File: config.mk
export PLATFORM = sky130hd
export DESIGN_NAME = mva_controller
export DESIGN_NICKNAME = d
export VERILOG_FILES = /design/src/mva_pkg.sv /design/src/mva_controller.sv
export SDC_FILE = /design/constraint.sdc
export NUM_CORES = 1
export LEC_CHECK = 0
export ABC_AREA = 1
export BUFFER_PORTS_ARGS = -buffer_cell sky130_fd_sc_hd__buf_2
export CAP_MARGIN = 5
export CORE_ASPECT_RATIO = 2
export CORE_MARGIN = 3
export CORE_UTILIZATION = 49
export CTS_CLUSTER_SIZE = 24
export DETAILED_ROUTE_END_ITERATION = 8
export PLACE_DENSITY = 0.76
export SYNTH_ARGS = -nofsm -noshare
export SYNTH_HDL_FRONTEND = slang
export SYNTH_SLANG_ARGS = --single-unit
File: constraint.sdc
create_clock -name clock -period 2.12 [get_ports clock]
set_clock_uncertainty 0.1 [all_clocks]
set_input_delay 0.424 -clock clock [delete_from_list [all_inputs] [get_ports clock]]
set_output_delay 0.424 -clock clock [all_outputs]
set_load 0.05 [all_outputs]
File: src/mva_pkg.sv
// ----------------------------------------------------------------------------
// Molecular virial accumulator package
// Shared constants, command and status types and the step table.
// ----------------------------------------------------------------------------
package mva_pkg;

   localparam int ACC_WIDTH     = 64;
   localparam int FRACTION_BITS = 16;
   localparam int PROD_SHIFT    = 32 - FRACTION_BITS;
   localparam int OUT_BITS      = 48;
   localparam int WIDE_W        = 130;
   localparam int MAG_W         = 129;
   localparam int DVS_W         = 33;
   localparam int DIV_STEPS     = MAG_W;
   localparam int OUT_RSH       = (FRACTION_BITS >= 16) ? FRACTION_BITS - 16 : 0;
   localparam int OUT_LSH       = (FRACTION_BITS < 16) ? 16 - FRACTION_BITS : 0;
   localparam int CONV_W        = ACC_WIDTH + 9;

   typedef logic signed [ACC_WIDTH-1:0] acc_type;

   localparam logic [1:0] KIND_MAC_SHIFT = 2'd0;
   localparam logic [1:0] KIND_MAC_DIV   = 2'd1;
   localparam logic [1:0] KIND_DIRECT    = 2'd2;
   localparam logic [1:0] KIND_END       = 2'd3;

   localparam logic [1:0] SRC_GRAD = 2'd0;
   localparam logic [1:0] SRC_MASS = 2'd1;
   localparam logic [1:0] SRC_GSUM = 2'd2;

   localparam logic SRC_POS  = 1'b0;
   localparam logic SRC_WPOS = 1'b1;

   localparam logic [1:0] VAL_Q    = 2'd0;
   localparam logic [1:0] VAL_GRAD = 2'd1;
   localparam logic [1:0] VAL_MOL  = 2'd2;

   localparam logic [1:0] TGT_MOL  = 2'd0;
   localparam logic [1:0] TGT_GSUM = 2'd1;
   localparam logic [1:0] TGT_WPOS = 2'd2;
   localparam logic [1:0] TGT_TOT  = 2'd3;

   localparam logic [1:0] GRP_ATOM = 2'd0;
   localparam logic [1:0] GRP_CORR = 2'd1;
   localparam logic [1:0] GRP_TOT  = 2'd2;

   typedef struct packed {
      logic       load;
      logic       clr_acc;
      logic       mul;
      logic       prod;
      logic [1:0] part;
      logic [1:0] a_src;
      logic       b_src;
      logic [1:0] ia;
      logic [1:0] ib;
      logic       scale;
      logic       shift_plus;
      logic       div_start;
      logic       half_div;
      logic       div_step;
      logic       val_load;
      logic [1:0] val_src;
      logic       write;
      logic [1:0] tgt;
      logic [2:0] tidx;
      logic       sub;
      logic       clear_mol;
      logic       load_out;
   } mva_cmd_type;

   typedef struct packed {
      logic eom;
      logic eos;
      logic mm_zero;
      logic out_busy;
   } mva_status_type;

   typedef struct packed {
      logic [1:0] kind;
      logic [1:0] a_src;
      logic       b_src;
      logic [1:0] ia;
      logic [1:0] ib;
      logic       pair;
      logic       shift_plus;
      logic       half_div;
      logic [1:0] val_src;
      logic [1:0] tgt;
      logic [2:0] tidx;
      logic       sub;
      logic [1:0] grp;
   } mva_desc_type;

   localparam logic [4:0] LAST_STEP = 5'd24;

   function automatic logic [1:0] pair_a(input logic [1:0] k);
      unique case (k)
         2'd0, 2'd1: pair_a = 2'd0;
         default:    pair_a = 2'd1;
      endcase
   endfunction

   function automatic logic [1:0] pair_b(input logic [1:0] k);
      unique case (k)
         2'd0:    pair_b = 2'd1;
         default: pair_b = 2'd2;
      endcase
   endfunction

   function automatic mva_desc_type step_desc(input logic [4:0] step);
      mva_desc_type d;
      logic [4:0]   k;
      d = '0;
      d.kind = KIND_END;
      k = 5'd0;
      if (step < 5'd3) begin
         d.kind = KIND_MAC_SHIFT; d.a_src = SRC_GRAD; d.b_src = SRC_POS;
         d.ia = step[1:0]; d.ib = step[1:0]; d.val_src = VAL_Q;
         d.tgt = TGT_MOL; d.tidx = step[2:0]; d.sub = 1'b1; d.grp = GRP_ATOM;
      end else if (step < 5'd6) begin
         k = step - 5'd3;
         d.kind = KIND_MAC_SHIFT; d.a_src = SRC_GRAD; d.b_src = SRC_POS;
         d.ia = pair_a(k[1:0]); d.ib = pair_b(k[1:0]); d.pair = 1'b1;
         d.shift_plus = 1'b1; d.val_src = VAL_Q;
         d.tgt = TGT_MOL; d.tidx = step[2:0]; d.sub = 1'b1; d.grp = GRP_ATOM;
      end else if (step < 5'd9) begin
         k = step - 5'd6;
         d.kind = KIND_DIRECT; d.val_src = VAL_GRAD; d.ia = k[1:0];
         d.tgt = TGT_GSUM; d.tidx = k[2:0]; d.grp = GRP_ATOM;
      end else if (step < 5'd12) begin
         k = step - 5'd9;
         d.kind = KIND_MAC_SHIFT; d.a_src = SRC_MASS; d.b_src = SRC_POS;
         d.ia = k[1:0]; d.ib = k[1:0]; d.val_src = VAL_Q;
         d.tgt = TGT_WPOS; d.tidx = k[2:0]; d.grp = GRP_ATOM;
      end else if (step < 5'd15) begin
         k = step - 5'd12;
         d.kind = KIND_MAC_DIV; d.a_src = SRC_GSUM; d.b_src = SRC_WPOS;
         d.ia = k[1:0]; d.ib = k[1:0]; d.val_src = VAL_Q;
         d.tgt = TGT_MOL; d.tidx = k[2:0]; d.grp = GRP_CORR;
      end else if (step < 5'd18) begin
         k = step - 5'd15;
         d.kind = KIND_MAC_DIV; d.a_src = SRC_GSUM; d.b_src = SRC_WPOS;
         d.ia = pair_a(k[1:0]); d.ib = pair_b(k[1:0]); d.pair = 1'b1;
         d.half_div = 1'b1; d.val_src = VAL_Q;
         d.tgt = TGT_MOL; d.tidx = 3'(k + 5'd3); d.grp = GRP_CORR;
      end else if (step < LAST_STEP) begin
         k = step - 5'd18;
         d.kind = KIND_DIRECT; d.val_src = VAL_MOL;
         d.tgt = TGT_TOT; d.tidx = k[2:0]; d.grp = GRP_TOT;
      end
      return d;
   endfunction

endpackage

File: src/mva_controller.sv
// ----------------------------------------------------------------------------
// Molecular virial accumulator controller
// Walks the step table for one atom and issues datapath commands.
// ----------------------------------------------------------------------------
module mva_controller import mva_pkg::*; (
   input  logic           clock,
   input  logic           reset,
   input  logic           req_valid,
   output logic           req_ready,
   input  mva_status_type status,
   output mva_cmd_type    cmd
);

   localparam logic [2:0] ST_IDLE     = 3'd0;
   localparam logic [2:0] ST_DISPATCH = 3'd1;
   localparam logic [2:0] ST_MUL      = 3'd2;
   localparam logic [2:0] ST_DRAIN    = 3'd3;
   localparam logic [2:0] ST_SCALE    = 3'd4;
   localparam logic [2:0] ST_DIV      = 3'd5;
   localparam logic [2:0] ST_VALUE    = 3'd6;
   localparam logic [2:0] ST_WRITE    = 3'd7;

   logic [2:0]   state_ff;
   logic [2:0]   state_in;
   logic [4:0]   step_ff;
   logic [4:0]   step_in;
   logic [7:0]   cnt_ff;
   logic [7:0]   cnt_in;
   mva_desc_type desc;
   logic         closing;
   logic         skip;
   logic         last_mul;

   always_comb begin
      desc     = step_desc(step_ff);
      closing  = status.eom || status.eos;
      skip     = ((desc.grp == GRP_CORR) && !(closing && !status.mm_zero)) ||
                 ((desc.grp == GRP_TOT) && !closing);
      last_mul = desc.pair ? (cnt_ff[2:0] == 3'd7) : (cnt_ff[1:0] == 2'd3);

      state_in = state_ff;
      step_in  = step_ff;
      cnt_in   = cnt_ff;

      cmd            = '0;
      cmd.prod       = cnt_ff[2];
      cmd.part       = cnt_ff[1:0];
      cmd.a_src      = desc.a_src;
      cmd.b_src      = desc.b_src;
      cmd.ia         = desc.ia;
      cmd.ib         = desc.ib;
      cmd.shift_plus = desc.shift_plus;
      cmd.half_div   = desc.half_div;
      cmd.val_src    = desc.val_src;
      cmd.tgt        = desc.tgt;
      cmd.tidx       = desc.tidx;
      cmd.sub        = desc.sub;

      unique case (state_ff)
         ST_IDLE: begin
            if (req_valid) begin
               cmd.load = 1'b1;
               step_in  = '0;
               state_in = ST_DISPATCH;
            end
         end
         ST_DISPATCH: begin
            if (desc.kind == KIND_END) begin
               if (!(status.eos && status.out_busy)) begin
                  cmd.clear_mol = closing;
                  cmd.load_out  = status.eos;
                  state_in      = ST_IDLE;
               end
            end else if (skip) begin
               step_in = step_ff + 5'd1;
            end else if (desc.kind == KIND_DIRECT) begin
               state_in = ST_VALUE;
            end else begin
               cmd.clr_acc = 1'b1;
               cnt_in      = '0;
               state_in    = ST_MUL;
            end
         end
         ST_MUL: begin
            cmd.mul = 1'b1;
            cnt_in  = cnt_ff + 8'd1;
            if (last_mul) begin
               state_in = ST_DRAIN;
            end
         end
         ST_DRAIN: begin
            state_in = ST_SCALE;
         end
         ST_SCALE: begin
            if (desc.kind == KIND_MAC_DIV) begin
               cmd.div_start = 1'b1;
               cnt_in        = '0;
               state_in      = ST_DIV;
            end else begin
               cmd.scale = 1'b1;
               state_in  = ST_VALUE;
            end
         end
         ST_DIV: begin
            cmd.div_step = 1'b1;
            cnt_in       = cnt_ff + 8'd1;
            if (cnt_ff == 8'(DIV_STEPS - 1)) begin
               state_in = ST_VALUE;
            end
         end
         ST_VALUE: begin
            cmd.val_load = 1'b1;
            state_in     = ST_WRITE;
         end
         default: begin
            cmd.write = 1'b1;
            step_in   = step_ff + 5'd1;
            state_in  = ST_DISPATCH;
         end
      endcase
   end

   always_ff @(posedge clock) begin
      if (reset) begin
         state_ff <= ST_IDLE;
         step_ff  <= '0;
         cnt_ff   <= '0;
      end else begin
         state_ff <= state_in;
         step_ff  <= step_in;
         cnt_ff   <= cnt_in;
      end
   end

   assign req_ready = (state_ff == ST_IDLE);

endmodule

==> results of run 1 <==
==> synthesized netlist by cell type, drive strengths merged <==
library cell  instances  area [µm²]
a21oi                19       106.4
buf                   4       30.03
clkbuf                1       3.750
clkinv                1       3.750
dfxtp                16       320.3
ha                    9       112.6
inv                  47       176.4
nand2                78       312.8
nand3                19       115.1
nand3b                1       7.510
nand4                 3       18.77
nor2                 42       170.2
nor3                  5       25.02
o2111ai               1       8.760
o211ai                2       15.01
o21a                  1       7.510
o21ai                18       97.59
o221ai                2       17.52
or2                   1       6.260
xnor2                 1       8.760
xor2                  4       35.03
==> timing repair <==
| item | in CTS |
|---|---|
| pin swaps | 14 |
| endpoints found under the setup margin | 20 |
| gates resized for setup | 75 |
| setup buffers | 8 |
| hold buffers | 0 |
==> cells by family after synthesis <==
kind of cell | count (synthesis)
compound gates | 43
xor+xnor | 5
fa+ha+maj | 9
buf+inv | 53
flops | 16
simple gates | 149
==> through the flow <==
step           instance area [µm²]    util
2_1_floorplan                 1829       -
3_5_place_dp                  2296  0.7533
3_3_place_gp                  2296  0.7533
4_1_cts                       2660  0.8727
==> results.txt, run 1 <==
The compound-cell area share of the yosys netlist came out at 0.1581. When the global-route repair_timing finished, the worst setup path ended at cmd[19]. In this run, CTS created clock tree buffers numbering 3. The level count of the clock H-tree came out at 1. The largest net degree at the start of global routing came out at 13.

The post-detailed-placement half-perimeter wirelength came out at 4449 µm. The first error in the log reads "[ERROR DPL-0033] detailed placement checks failed during check placement". The run ended at global routing (5_1_grt). The port buffer count came out at 37. The adder-cell share of the synthesized area is 0.07042.

The flow did not finish. After synthesis the netlist holds a flip-flop and latch count of 16. The initial utilization of the core area, before any placement, comes to 0.5246. The combinational family with the most area after synthesis is simple AND/OR/NAND/NOR gates. The Yosys step of the flow raised 0 warnings. The number of unique standard cell types used by synthesis is 30. The x dimension of the die is between 40 and 50 µm.

In this run, placement finished with an instance count of about 370. The final estimated routing congestion in global placement came out at between 1 and 1.5. The standard-cell row count came out at 28. The xor and xnor area share after synthesis is 0.02739. The die height is 86.79 µm. The fraction of the mapped netlist area in simple logic gates is 0.4100.

The synthesized netlist cell count is between 200 and 300. A synthesized cell averages approximately 5.8 µm². The number of nets in the synthesized netlist came out at a little under 300.

The number of buffers on the longest clock path came out at 2. After the last repair the worst path ends at a primary output. At the placement stage, the worst setup path has a slack of -0.1472 ns. The number of I/O pins came out at 38. Summing every instance area after synthesis gives 1599 µm². The number of antenna violations at the first check in global routing came to 0. The tree is rooted in a sky130_fd_sc_hd__clkbuf_8. For this design, the sink count on the clock tree is 16. The fraction of the yosys area taken by sequential cells came out at 0.2003. The mux share of post-synthesis cell area came out at 0.
==> inputs of run 2 (changes only) <==
CORE_ASPECT_RATIO = not set   (was 2)
CORE_UTILIZATION = 40   (was 49)
CTS_CLUSTER_SIZE = not set   (was 24)
PLACE_DENSITY = not set   (was 0.76)
PLACE_DENSITY_LB_ADDON = 0.15   (was not set)
clock period = 2.76 ns   (was 2.12 ns; I/O delays follow)
==> run 2 against run 1 <==
- the run now ends clean
- synthesized area unchanged
- synthesized cell count unchanged
==> results.txt, run 2 <==
The xor and xnor area share after synthesis came out at 0.02739 (unchanged). In the routed layout, each cell is associated on average with a via count of ~5.0. The met2 global-route usage came out at 0.2977. For this run, the slowest stage of the critical path takes roughly 0.36 ns. cnt_ff holds more flip-flops than any other register. The total of max-cap violations came out at 0. In the layout the commonest cells are 69 x sky130_fd_sc_hd__nand2_1, 42 x sky130_fd_sc_hd__inv_1, 33 x sky130_fd_sc_hd__nor2_1, 31 x sky130_fd_sc_hd__buf_2, 18 x sky130_fd_sc_hd__a21oi_1. After clock tree synthesis, the clock-pin slew on the worst setup and hold paths is around 0.06 ns.

The number of sinks on the clock net was 16 (unchanged). The final worst hold slack is between 0.3 and 0.4 ns. The number of failing hold endpoints at the final stage is 0. STA classifies the critical path startpoint as a flop. The number of nets in the synthesized netlist came out at 291 (unchanged). Setup repair after global routing left no endpoint under its margin. Most frequent cells after synthesis: 72 x sky130_fd_sc_hd__nand2_1, 44 x sky130_fd_sc_hd__inv_1, 39 x sky130_fd_sc_hd__nor2_1, 18 x sky130_fd_sc_hd__a21oi_1, 16 x sky130_fd_sc_hd__dfxtp_1 (unchanged). The kind of critical path is reg2out. The mux share of post-synthesis cell area is 0 (unchanged). For this run, design rule violations remaining after detail routing come to 0. The number of buffers inserted during clock tree synthesis came to 3 (unchanged). The final route contains 1802 vias. After filler insertion, the fill cell instance count of the layout stands at a little under 400. Broken down by cell family, the worst path's largest delay share belongs to simple AND/OR/NAND/NOR gates.

The proportion of netlist area held by the largest area contributor is 0.2003 (unchanged). The fraction of the mapped netlist area in simple logic gates is 0.4100 (unchanged). The final number of max-transition violations came to 0.

The post-detailed-placement half-perimeter wirelength came out at 3508 µm (was 4449 µm). The average footprint of a synthesized cell came out at 5.815 µm² (unchanged). The die covers between 4000 and 5000 µm². The port buffer count came to 37 (unchanged). Along the worst path, the maximum fanout reaches 6. The total overflow reported by the global router is 0. The number of buffers on the longest clock path is 2 (unchanged). The highest attainable clock frequency came out at ~370 MHz.

The cell taking the most area after synthesis is sky130_fd_sc_hd__dfxtp_1 (unchanged). The power per cell area came out at around 930 nW/µm². The global routing usage summed across all routing layers came out at 0.1794. The area of the placeable core came out at between 3000 and 4000 µm². The critical path goes through inv_2 > ha_2 > inv_1 > nand2_1 > nand2_2 > nor2_2 > nand2_1 > o21ai_0 > nand2_1 > o2111ai_2 > buf_2. The accumulated negative setup slack came out at 0 ns. The compound-cell area share of the yosys netlist is 0.1581 (unchanged). The layer flagged by global routing as most heavily used is met2. The combinational family with the most area after synthesis is simple AND/OR/NAND/NOR gates (unchanged). The adder-cell share of the synthesized area came out at 0.07042 (unchanged). The number of antenna violations at the first check in global routing came to 0. In this run the worst hold path is classified as reg2reg. Status: complete, no violations (was did not finish). Entering global routing, the biggest net connects 13 pins.

The post-synthesis sequential element count is 16 (unchanged). The final wirelength is 4324 µm. At the pin with the least slew margin, the transition time is ~0.36 ns. The number of warning messages in the yosys log is 0 (unchanged). The top flip-flop cell by instance count after synthesis is sky130_fd_sc_hd__dfxtp_1 (unchanged). The post-route fraction of the period consumed by the critical path came out at 0.9667. The final estimated routing congestion in global placement came to 0.9650 (was 1.027). For met3 alone, demand over resource in global routing was 0.02464. The count of final setup violators is 0. Summed over all cells, the static leakage comes to 1.064 nW. The level count of the clock H-tree came to 1 (unchanged). Among all stages on the critical path, the largest delay is contributed by sky130_fd_sc_hd__dfxtp_2. The most prevalent standard cell on the critical path is sky130_fd_sc_hd__nand2_1.

The max-slew headroom at the worst pin came out at 0.7553. The proportion of layout cells with a drive suffix above 1 came out at 0.2675. The initial core utilization is 0.4271 (was 0.5246).

The number of unique standard cell types used by synthesis came to 30 (unchanged). The number of I/O pins was 38 (unchanged). The signed area change from the synthesized netlist to the final layout is 24.41%. The register with the most flip-flops in the layout has 8 of them.

The x dimension of the die came out at 69.23 µm (was 46.40 µm). The share of the core filled with cells came out at 0.5314. The largest registers in the layout are cnt_ff (8), step_ff (5), state_ff (3). The combined buffer and inverter count along the critical path is 3. The share of flip-flops with an asynchronous set or reset came out at 0 (unchanged). The die height came out at 69.23 µm (was 86.79 µm). The post-synth design cell area is 1599 µm² (unchanged).

The number of enable-type register cells in the synthesized netlist is 0 (unchanged). The global routing met1 resource utilization is 0.2387. The data arrival time of the critical path is about 2 ns.

The maximum VDD drop is slightly above 0.0004 V. The worst setup path is captured at a primary output. The number of nets in the layout came out at around 330. TritonCTS built the clock tree. The cts-stage hold buffer count is 0 (unchanged). The average wire per standard cell came out at roughly 12 µm. The via count of the first global-routing pass is approximately 1500.

The post-CTS setup-driven buffer insertion count was 0 (was 8). The cell chosen for the clock root was sky130_fd_sc_hd__clkbuf_8 (unchanged). The synthesized netlist cell count is 275 (unchanged). Cells taking the most area after synthesis: sky130_fd_sc_hd__dfxtp_1 20%, sky130_fd_sc_hd__nand2_1 17%, sky130_fd_sc_hd__inv_1 10%, sky130_fd_sc_hd__nor2_1 9.2%, sky130_fd_sc_hd__ha_1 7.0% (unchanged). After layout, the minimum clock period comes to about 2.7 ns. The number of detailed-routing iterations run before antenna repair is 4.

The worst endpoint required time is 2.11 ns. After the first detailed-routing iteration, the DRC count stood at about 180. The standard-cell row count is 22 (was 28). The insertion delay to the later sink of the worst-skew pair came out at 0.24 ns. Leaving out fill and tap cells, the most frequent cell in the layout is sky130_fd_sc_hd__nand2_1. The most common cell in the synthesized netlist was sky130_fd_sc_hd__nand2_1 (unchanged). The final antenna-violating net count came out at 0.

The fraction of the yosys area taken by sequential cells was 0.2003 (unchanged). The diode insertion count for antenna repair is 0. The first-pass GRT wire length is approximately 7200 µm.
==> run 2: repair_timing <==
action,in CTS,in global routing
pin swaps,0,0
setup endpoints to repair,6,11
gates resized for setup,6,21
gates cloned,0,0
==> run 2: logic make-up after synthesis <==
| kind of cell | count (synthesis) |
|---|---|
| AND/OR/NAND/NOR | 149 |
| XOR/XNOR | 5 |
| AO/OA/AOI/OAI | 43 |
| flip-flops | 16 |
| buffers and inverters | 53 |
| adder cells (fa/ha/maj) | 9 |
==> run 2: cell type report <==
| cell class | instances | area [µm²] | share of cell area |
|---|---|---|---|
| well taps | 48 | 60.06 | 0.03019 |
| flip-flops and latches | 16 | 327.8 | 0.1648 |
| multi-input cells | 206 | 1140 | 0.5730 |
| clock buffers | 3 | 41.29 | 0.02075 |
| repair buffers | 41 | 237.7 | 0.1195 |
| inverters | 48 | 182.7 | 0.09182 |
==> run 2: worst register-to-register path, delay by kind of cell, from the launching register on <==
kind,cells,cell delay [ns]
AND/OR/NAND/NOR,9,1.00
flip-flops,1,0.36
buffers and inverters,2,0.20
adder cells (fa/ha/maj),1,0.19
AO/OA/AOI/OAI,1,0.06
==> run 2: worst paths after layout <==
path	from	endpoint	slack, ns	depth (start not counted)
max	step_ff[2]	cmd[5]	0.09	11
min	cnt_ff[7]	cnt_ff[7]	0.38	2
min reg2reg	cnt_ff[7]	cnt_ff[7]	0.38	2
max reg2reg	step_ff[2]	cnt_ff[3]	0.74	13
==> run 2: layer usage <==
layer  routed length, µm  vias up
met5                   0        -
met4                  78        0
met3                 274        8
met2                2066       55
met1                1904      790
li1                    -      949
==> run 2: per-stage QoR <==
step	setup slack [ns]	cell area (µm²)	std cells	total power, mW
final	0.09179	1989	362	1.843
after global routing	0.008848	1989	362	2.010
after CTS	0.01269	1938	362	1.794
after detailed placement	0.09771	1888	359	1.606
after global placement	0.1638	1888	359	1.612
after floorplan	-0.08812	1647	275	1.324
==> run 2: power by group <==
group | internal [mW] | switching (mW)
sequential | 0.279 | 0.0640
combinational | 0.383 | 0.946
clock | 0.0966 | 0.0739
(Power assumes the default switching activity.)
